### src/design/assert_macros.svh
// Assertion macros used by the column p-norm sequencer.
`ifndef ASSERT_MACROS_SVH
`define ASSERT_MACROS_SVH

// Property that must hold at every clock edge outside reset.
`define CLP_ASSERT(name, clk, rst_n, prop) \
  name: assert property (@(posedge clk) disable iff (!rst_n) (prop)) \
    else $error("column p-norm assertion failed");

// When cond holds at one edge, nxt must hold at the following edge.
`define CLP_ASSERT_NEXT(name, clk, rst_n, cond, nxt) \
  name: assert property (@(posedge clk) disable iff (!rst_n) (cond) |=> (nxt)) \
    else $error("column p-norm sequencing assertion failed");

`endif

### src/design/clp_pkg.sv
// Shared types and constants of the column p-norm block.
package clp_pkg;

  localparam int MAX_COLUMNS_DEF = 8;

  localparam int ORDER_W = 4;
  localparam int CFG_W   = 4;
  localparam int CFG_IDX_W = 2;
  localparam int SAMPLE_W = 32;
  localparam int NORM_W  = 32;
  localparam int ACC_W   = 64;
  localparam int MAG_W   = 33;
  localparam int STEP_W  = 6;
  localparam int CIDX_W  = 3;

  localparam logic [ORDER_W-1:0] MAX_ORDER = 4'd8;
  localparam logic [ORDER_W-1:0] ORDER_LINF = 4'd0;
  localparam logic [ORDER_W-1:0] ORDER_L1 = 4'd1;
  localparam logic [ORDER_W-1:0] ORDER_L2 = 4'd2;

  localparam logic [CFG_IDX_W-1:0] CFG_NORM_ORDER = 2'd0;
  localparam logic [CFG_IDX_W-1:0] CFG_SCALE_BY_ROWS = 2'd1;
  localparam logic [CFG_IDX_W-1:0] CFG_COLUMNS_IN_USE = 2'd2;

  localparam logic [CFG_W-1:0] RESET_ORDER = 4'd2;
  localparam logic RESET_SCALE = 1'b1;
  localparam logic [CFG_W-1:0] RESET_COLUMNS = 4'd1;

  // Last step index of each iterative unit.
  localparam logic [STEP_W-1:0] SQRT_LAST = 6'd31;
  localparam logic [STEP_W-1:0] ROOT_LAST = 6'd32;
  localparam logic [STEP_W-1:0] DIV_LAST  = 6'd63;

  typedef enum logic [4:0] {
    DP_NOP,
    DP_ELEM,
    DP_MUL1,
    DP_MUL2,
    DP_MUL3,
    DP_ACC_MAX,
    DP_ACC_ADD_MAG,
    DP_ACC_ADD_Y,
    DP_FIN_START,
    DP_COL_LOAD,
    DP_SQRT_STEP,
    DP_ROOT_TRY,
    DP_ROOT_CMP,
    DP_DIV_INIT,
    DP_DIV_STEP,
    DP_OUT,
    DP_OUT_EMPTY,
    DP_NEXT_COL,
    DP_CLEAR
  } dp_op_e;

  typedef struct packed {
    dp_op_e op;
    logic   raw;
  } dp_cmd_t;

  typedef struct packed {
    logic rows_zero;
    logic out_last;
  } dp_sts_t;

endpackage

### src/design/clp_ctrl.sv
// Sequencer of the column p-norm block: steps the datapath through each item.
module clp_ctrl import clp_pkg::*; (
  input  logic               clk_i,
  input  logic               rst_ni,
  input  logic               in_valid_i,
  input  logic               command_i,
  output logic               in_stall_o,
  output logic               out_valid_o,
  input  logic               out_stall_i,
  input  logic [ORDER_W-1:0] order_i,
  input  logic               scale_i,
  input  dp_sts_t            sts_i,
  output dp_cmd_t            cmd_o
);

`include "assert_macros.svh"

  localparam logic [3:0] S_IDLE  = 4'd0;
  localparam logic [3:0] S_MUL1  = 4'd1;
  localparam logic [3:0] S_MUL2  = 4'd2;
  localparam logic [3:0] S_MUL3  = 4'd3;
  localparam logic [3:0] S_ACC   = 4'd4;
  localparam logic [3:0] S_FIN   = 4'd5;
  localparam logic [3:0] S_LOAD  = 4'd6;
  localparam logic [3:0] S_SQRT  = 4'd7;
  localparam logic [3:0] S_TRY   = 4'd8;
  localparam logic [3:0] S_CMP   = 4'd9;
  localparam logic [3:0] S_DIVI  = 4'd10;
  localparam logic [3:0] S_DIV   = 4'd11;
  localparam logic [3:0] S_OUT   = 4'd12;
  localparam logic [3:0] S_EMIT  = 4'd13;
  localparam logic [3:0] S_CLEAR = 4'd14;

  logic [3:0]         state_q, state_d;
  logic [ORDER_W-1:0] k_q, k_d;
  logic [STEP_W-1:0]  step_q, step_d;
  logic               ctx_q, ctx_d;
  logic               scale_go;
  logic [3:0]         after_root;
  logic [ORDER_W:0]   k_inc;

  assign scale_go   = scale_i && (order_i != ORDER_LINF);
  assign after_root = scale_go ? S_DIVI : S_OUT;
  assign k_inc      = {1'b0, k_q} + 1'b1;

  always_comb begin
    state_d    = state_q;
    k_d        = k_q;
    step_d     = step_q;
    ctx_d      = ctx_q;
    cmd_o.op   = DP_NOP;
    cmd_o.raw  = (order_i == ORDER_L2);
    case (state_q)
      S_IDLE: begin
        if (in_valid_i) begin
          if (command_i) begin
            cmd_o.op = DP_FIN_START;
            state_d  = S_FIN;
          end else begin
            cmd_o.op = DP_ELEM;
            k_d      = 4'd1;
            ctx_d    = 1'b0;
            if (order_i == ORDER_LINF || order_i == ORDER_L1) begin
              state_d = S_ACC;
            end else begin
              state_d = S_MUL1;
            end
          end
        end
      end
      S_MUL1: begin
        cmd_o.op = DP_MUL1;
        state_d  = S_MUL2;
      end
      S_MUL2: begin
        cmd_o.op = DP_MUL2;
        state_d  = S_MUL3;
      end
      S_MUL3: begin
        cmd_o.op = DP_MUL3;
        k_d      = k_inc[ORDER_W-1:0];
        if (k_inc < {1'b0, order_i}) begin
          state_d = S_MUL1;
        end else begin
          state_d = ctx_q ? S_CMP : S_ACC;
        end
      end
      S_ACC: begin
        if (order_i == ORDER_LINF) begin
          cmd_o.op = DP_ACC_MAX;
        end else if (order_i == ORDER_L1) begin
          cmd_o.op = DP_ACC_ADD_MAG;
        end else begin
          cmd_o.op = DP_ACC_ADD_Y;
        end
        state_d = S_IDLE;
      end
      S_FIN: begin
        if (sts_i.rows_zero) begin
          cmd_o.op = DP_OUT_EMPTY;
          state_d  = S_EMIT;
        end else begin
          state_d = S_LOAD;
        end
      end
      S_LOAD: begin
        cmd_o.op = DP_COL_LOAD;
        step_d   = '0;
        if (order_i == ORDER_LINF || order_i == ORDER_L1) begin
          state_d = after_root;
        end else if (order_i == ORDER_L2) begin
          state_d = S_SQRT;
        end else begin
          state_d = S_TRY;
        end
      end
      S_SQRT: begin
        cmd_o.op = DP_SQRT_STEP;
        step_d   = step_q + 1'b1;
        if (step_q == SQRT_LAST) begin
          state_d = after_root;
        end
      end
      S_TRY: begin
        cmd_o.op = DP_ROOT_TRY;
        k_d      = 4'd1;
        ctx_d    = 1'b1;
        state_d  = S_MUL1;
      end
      S_CMP: begin
        cmd_o.op = DP_ROOT_CMP;
        step_d   = step_q + 1'b1;
        state_d  = (step_q == ROOT_LAST) ? after_root : S_TRY;
      end
      S_DIVI: begin
        cmd_o.op = DP_DIV_INIT;
        step_d   = '0;
        state_d  = S_DIV;
      end
      S_DIV: begin
        cmd_o.op = DP_DIV_STEP;
        step_d   = step_q + 1'b1;
        if (step_q == DIV_LAST) begin
          state_d = S_OUT;
        end
      end
      S_OUT: begin
        cmd_o.op = DP_OUT;
        state_d  = S_EMIT;
      end
      S_EMIT: begin
        if (!out_stall_i) begin
          if (sts_i.out_last) begin
            state_d = S_CLEAR;
          end else begin
            cmd_o.op = DP_NEXT_COL;
            state_d  = S_LOAD;
          end
        end
      end
      S_CLEAR: begin
        cmd_o.op = DP_CLEAR;
        state_d  = S_IDLE;
      end
      default: state_d = S_IDLE;
    endcase
  end

  always_ff @(posedge clk_i or negedge rst_ni) begin
    if (!rst_ni) begin
      state_q <= S_IDLE;
      k_q     <= '0;
      step_q  <= '0;
      ctx_q   <= 1'b0;
    end else begin
      state_q <= state_d;
      k_q     <= k_d;
      step_q  <= step_d;
      ctx_q   <= ctx_d;
    end
  end

  assign in_stall_o  = (state_q != S_IDLE);
  assign out_valid_o = (state_q == S_EMIT);

  `CLP_ASSERT(a_result_blocks_input, clk_i, rst_ni, !out_valid_o || in_stall_o)
  `CLP_ASSERT_NEXT(a_accept_leaves_idle, clk_i, rst_ni, in_valid_i && !in_stall_o, state_q != S_IDLE)
  `CLP_ASSERT(a_sqrt_step_bound, clk_i, rst_ni, state_q != S_SQRT || step_q <= SQRT_LAST)

endmodule

### config.mk
export PLATFORM = sky130hd
export DESIGN_NAME = clp_ctrl
export DESIGN_NICKNAME = d
export VERILOG_FILES = /design/src/design/clp_pkg.sv /design/src/design/clp_ctrl.sv
export VERILOG_INCLUDE_DIRS = /design/src /design/src/design
export SDC_FILE = /design/constraint.sdc
export NUM_CORES = 1
export LEC_CHECK = 0
export BUFFER_PORTS_ARGS = -buffer_cell sky130_fd_sc_hd__buf_2
export CAP_MARGIN = 10
export CORE_MARGIN = 2
export CORE_UTILIZATION = 59
export CTS_BUF_LIST = sky130_fd_sc_hd__clkbuf_8
export CTS_CLUSTER_SIZE = 24
export DETAILED_ROUTE_END_ITERATION = 10
export HOLD_SLACK_MARGIN = 0.05
export PLACE_DENSITY = 0.81
export SLEW_MARGIN = 0
export SYNTH_ARGS = -nofsm -noshare
export SYNTH_HDL_FRONTEND = slang
export SYNTH_SLANG_ARGS = --single-unit
### constraint.sdc
create_clock -name clk_i -period 2 [get_ports clk_i]
set_input_delay 0.2 -clock clk_i [delete_from_list [all_inputs] [get_ports clk_i]]
set_output_delay 0.2 -clock clk_i [all_outputs]
set_load 0.02 [all_outputs]
-- Word-level counts from Yosys, hierarchy flattened
Cells that the tools add are included.
- register bits: 15
- output and inout bits: 8
- logic and storage cells: 75
- magnitude comparators: 1
- mux-type cells: 30
- reduce and logical (&&, ||, !) cells: 14
- add/subtract/negate cells: 2
- eq/ne operators: 24
- operator list (cell ; number):
    $pmux 5 s15 ; 1
    $mux 4 ; 14
    $pmux 4 s13 ; 1
    $eq 4x4->1 const B ; 7
    $eq 4x3->1 const B ; 4
    $mux 5 ; 3
    $eq 4x2->1 const B ; 3
    $eq 6x6->1 const B ; 2
    $mux 3 ; 4
    $pmux 4 s3 ; 1
    $pmux 6 s2 ; 1
    $ne 2x2->1 const B ; 5
    $eq 4x1->1 const B ; 2
    $logic_not 4->1 ; 2
    $reduce_bool 4->1 ; 2
    $add 6x1->6 const B ; 1
    $eq 6x5->1 const B ; 1
    $reduce_and 3->1 ; 2
    $add 4x1->5 const B ; 1
    $lt 5x4->1 ; 1
    $reduce_and 4->1 ; 1
    $reduce_bool 2->1 ; 2
    $mux 1 ; 3
    $reduce_bool 3->1 ; 1
    other kinds (6) ; 6

-- Longest topological paths before layout
- depth in word-level cells: 6
- depth in mapped cells: 8
- depth with buffers taken out: 8

-- Worst setup path after synthesis
OpenSTA, ideal clock, no wires.
- kind: register -> register
- start: register k_q[0]
- end: register state_q[0]
- data arrival time: 1.685 ns
- slack: 0.184 ns
- library setup time: 0.131 ns
- path buffers: 0
- cell stages (with the launch flop): 8
- data required time: 1.869 ns
- cells stage by stage: dfrtp_1 ha_1 ha_1 a21bo_1 a21oi_1 nor2b_1 a211oi_1 mux2i_1
- cells in the longest elaborated chain, start to end: 4
- ends and longest elaborated chain (item ; RTL line ; RTL):
    start, declared ; clp_ctrl.sv:35 ; logic [ORDER_W-1:0] k_q, k_d;
    start signal, assigned ; clp_ctrl.sv:177 ; k_q <= k_d;
    $add 4x1->5 ; clp_ctrl.sv:44 ; assign k_inc = {1'b0, k_q} + 1'b1;
    $lt 5x4->1 ; clp_ctrl.sv:82 ; if (k_inc < {1'b0, order_i}) begin
    $mux 4 ; clp_ctrl.sv:82 ;
    $pmux 4 s13 ; clp_ctrl.sv:53 ; case (state_q)
    end signal, assigned ; clp_ctrl.sv:176 ; state_q <= state_d;
    end, declared ; clp_ctrl.sv:34 ; logic [3:0] state_q, state_d;
No other way between the ends.
A chain may end at the register's enable or synchronous reset.

-- Final worst setup path
Same ends and word-level chain as after synthesis.

==> results_dict.tcl <==
set metrics [dict create \
    cts_buffers 3 \
    crit_required_ns 2.11 \
    clk_path_buf_depth 2 \
    reg2reg_depth 7 \
    num_antenna_cells 0 \
    ios 20 \
    grt_pass1_vias 1386 \
    timing.max_slew.rel_slack_pct 65.05 \
    powerDensity_mw_per_mm2 1551 \
    synth_seq_cells 15 \
    hold_ws_ns 0.4029 \
    grt_pass1_wl_um 6009 \
    core_sq_mm 0.002432 \
    wire_per_inst_um 15.90 \
    place_hpwl_um 2879 \
    yosysSeqAreaShare_pct 25.27 \
    hold_violations 0 \
    crit_path_top_delay_cell "dfrtp_1" \
    post-route-min-period_ns 1.949 \
    fin_nets 230 \
    final_area_sq_mm 0.001695 \
    cts_root_buffer "clkbuf_8" \
    switching_share_pct 50.20 \
    cp_cell_sequence "ha_1 -> ha_1 -> a21bo_1 -> a21oi_2 -> nor2b_1 -> a211oi_1 -> mux2i_1" \
    drt_iter0_markers 61 \
    p_seq_share_pct 24.1 \
    multi_input_area_sq_mm 0.001001 \
    place_area_sq_mm 0.001629 \
    cp.arrival_ns 2.06 \
    place.gp.congestion 0.9338 \
    fin_cells 241 \
    synth_top_area_share_pct 25.27 \
    synth_cell_types 56 \
    first_pass_iters 4 \
    start_util_pct 61.06 \
    outcome "complete, no violations" \
    syn-cell-area_sq_mm 0.001485 \
    grt.overflow.total 0 \
    rr_startpoint "k_q[0]$_DFFE_PN0P_" \
    fin_skew_ns 0.002651 \
    pwr-share-clk_pct 9.2 \
    design.die.area_sq_mm 0.002934 \
    syn_nets 205 \
    synth_ff_type "dfrtp_1" \
    vias_per_cell 6.448 \
    slowest_delay_ns 0.39 \
    hold_path.class "in2async" \
    p_sw_mw 1.320 \
    wirelength_um 3831 \
    die_y_um 54.17 \
    drc 0 \
    ys_async_sr_fraction_pct 100.0 \
    antenna_found_initial 0 \
    p_leak_nw 0.7926 \
    fillers 202 \
    reg2reg_slack_ns 0.05 \
    combinationalPowerShare_pct 66.8 \
    grt_util_all_layers_pct 28.29 \
    fmax_ghz 0.5131 \
    avgSynthCellArea_sq_um 7.942 \
    worst-path-max-fanout 2 \
    worstSetupStartpointType "register" \
    fin_crit_sh_pct 97.44 \
    vdd_ir_drop_max_uv 921.8 \
    tightest_slew_ns 0.5242 \
    grt_start_max_net_pins 21 \
    setup_viol 0 \
    areaGrowthSynthToFinish_pct 14.15 \
    max-cap-violations 0 \
    cts_tree "built" \
    ys_warn_count 0 \
    dpl.cell_count 236 \
    die_w_um 54.17 \
    port_buffers 19 \
    clkTransAtPathRegs_ns 0.06 \
    drive_gt1_share_pct 23.70 \
    htreeDepth 1 \
    num_vias 1554 \
    slew_violations 0 \
    fp-row-count 18 \
    regArea_sq_um 379.1 \
    crit_top_cell "ha_1" \
    cts.sinks 15 \
    reg2reg_to "state_q[0]$_DFFE_PN0P_" \
    synth_area_leaders "dfrtp_1, ha_1, nand2_1, o21ai_1, a21oi_1" \
    synth_edf_count 0 \
    p_int_mw 1.310 \
    syn_inst 187 \
    critPathKind "reg2reg" \
    synth_top_cell_by_area "dfrtp_1" \
    rsz0062_at_grt "true" \
    drtAntennaViolNets 0 \
    clkLatencyLatePin_ns 0.24 \
    critPathCaptureType "register" \
]
## area by class of cell
| class | count | share of cell area (%) |
|---|---|---|
| sequential | 15 | 22.36 |
| clock inverter | 1 | 0.2952 |
| tap | 30 | 2.214 |
| clock buffer | 3 | 2.435 |
| timing repair buffer | 31 | 11.22 |
| inverter | 11 | 2.435 |
| multi-input combinational | 150 | 59.04 |
## synth_stat cells, types with 2 or more instances
master    number
a21o_1         3
a21oi_1       11
a21oi_2        2
a22o_1         2
a31oi_1        4
a41o_1         2
and2_1         3
and3_1         2
and3b_1        4
buf_2          3
buf_4          3
buf_6          2
clkbuf_1       2
dfrtp_1       15
ha_1           6
inv_1          9
inv_2          2
nand2_1       20
nand2b_1       3
nand3_1        8
nand4_1        2
nor2_1        12
nor2b_1        5
nor3_1         3
nor4_1         3
o21ai_0        6
o21ai_1       14
o31ai_1        6
or4_4          2
xnor2_1        2
## stage by stage
step / power [mW] / utilization (%) / setup TNS, ns / setup slack (ns)
floorplan: 1.904 / - / 0 / 0.1843
global placement: 2.264 / 66.98 / 0 / 0.1399
global route: 2.850 / 69.70 / -0.01993 / -0.01814
detailed placement: 2.328 / 66.98 / 0 / 0.05243
finish: 2.630 / 69.70 / 0 / 0.05111
CTS: 2.590 / 69.39 / 0 / 0.03774
## repair_timing
item	in CTS	in global routing
gates resized for setup	2	3
endpoints found under the setup margin	2	4
hold buffers	1	0
hold endpoints to repair	15	0
setup buffers	0	0
## metal layers
layer  vias to the layer above  routed length, um  global-route usage (%)
met1                       717               1638                   35.06
met5                         -                  0                       0
met4                         0                 62                   10.42
met3                         8                274                   3.889
li1                        748                  -                       -
met2                        81               1856                   49.40
## sequential cells by signal, summed over array words and instances, names as in the netlist
| name | flops |
|---|---|
| k_q | 4 |
| state_q | 4 |
| ctx_q | 1 |
| step_q | 6 |
## power by group through the flow
stage	clock network (mW)	logic (mW)	registers, mW
after global placement	0	1.65	0.610
after detailed placement	0	1.71	0.622
after CTS	0.248	1.72	0.622
after floorplan	0	1.39	0.513
after global routing	0.264	1.93	0.654
final	0.241	1.76	0.633
## cell usage in the layout, fill, tap and decap left out, types with 4 or more instances in the layout
| cell | instances |
|---|---|
| a21oi_1 | 10 |
| nand2_1 | 20 |
| dfrtp_1 | 12 |
| buf_2 | 18 |
| buf_4 | 12 |
| nor2_1 | 12 |
| a31oi_1 | 4 |
| o21ai_1 | 14 |
| nor2b_1 | 5 |
| o21ai_0 | 6 |
| o31ai_1 | 6 |
| inv_1 | 9 |
| and3b_1 | 4 |
| ha_1 | 6 |
| nand3_1 | 8 |
## critical path: cells and delay by family, from the launching register on
kind | cells | cell delay [ns]
AO/OA/AOI/OAI | 3 | 0.63
adder cells (fa/ha/maj) | 2 | 0.61
flip-flops | 1 | 0.39
multiplexers | 1 | 0.10
AND/OR/NAND/NOR | 1 | 0.08
## logic make-up after synthesis
family	count (synthesis)	share of synthesized area, %
mux	1	0.6740
compound gates	67	32.10
simple gates	72	26.45
buf+inv	22	7.582
fa+ha+maj	6	5.055
flops	15	25.27
xor+xnor	4	2.865
## worst max path at each step
stage | startpoint | to | cells past startpoint
after floorplan | k_q[0]$_DFFE_PN0P_ | state_q[0]$_DFFE_PN0P_ | 7
after global placement | state_q[0]$_DFFE_PN0P_ | state_q[3]$_DFFE_PN0P_ | 6
after detailed placement | k_q[0]$_DFFE_PN0P_ | state_q[0]$_DFFE_PN0P_ | 7
after CTS | k_q[0]$_DFFE_PN0P_ | state_q[0]$_DFFE_PN0P_ | 7
after global routing | k_q[0]$_DFFE_PN0P_ | state_q[0]$_DFFE_PN0P_ | 7
final | k_q[0]$_DFFE_PN0P_ | state_q[0]$_DFFE_PN0P_ | 7
(Power assumes the default switching activity.)
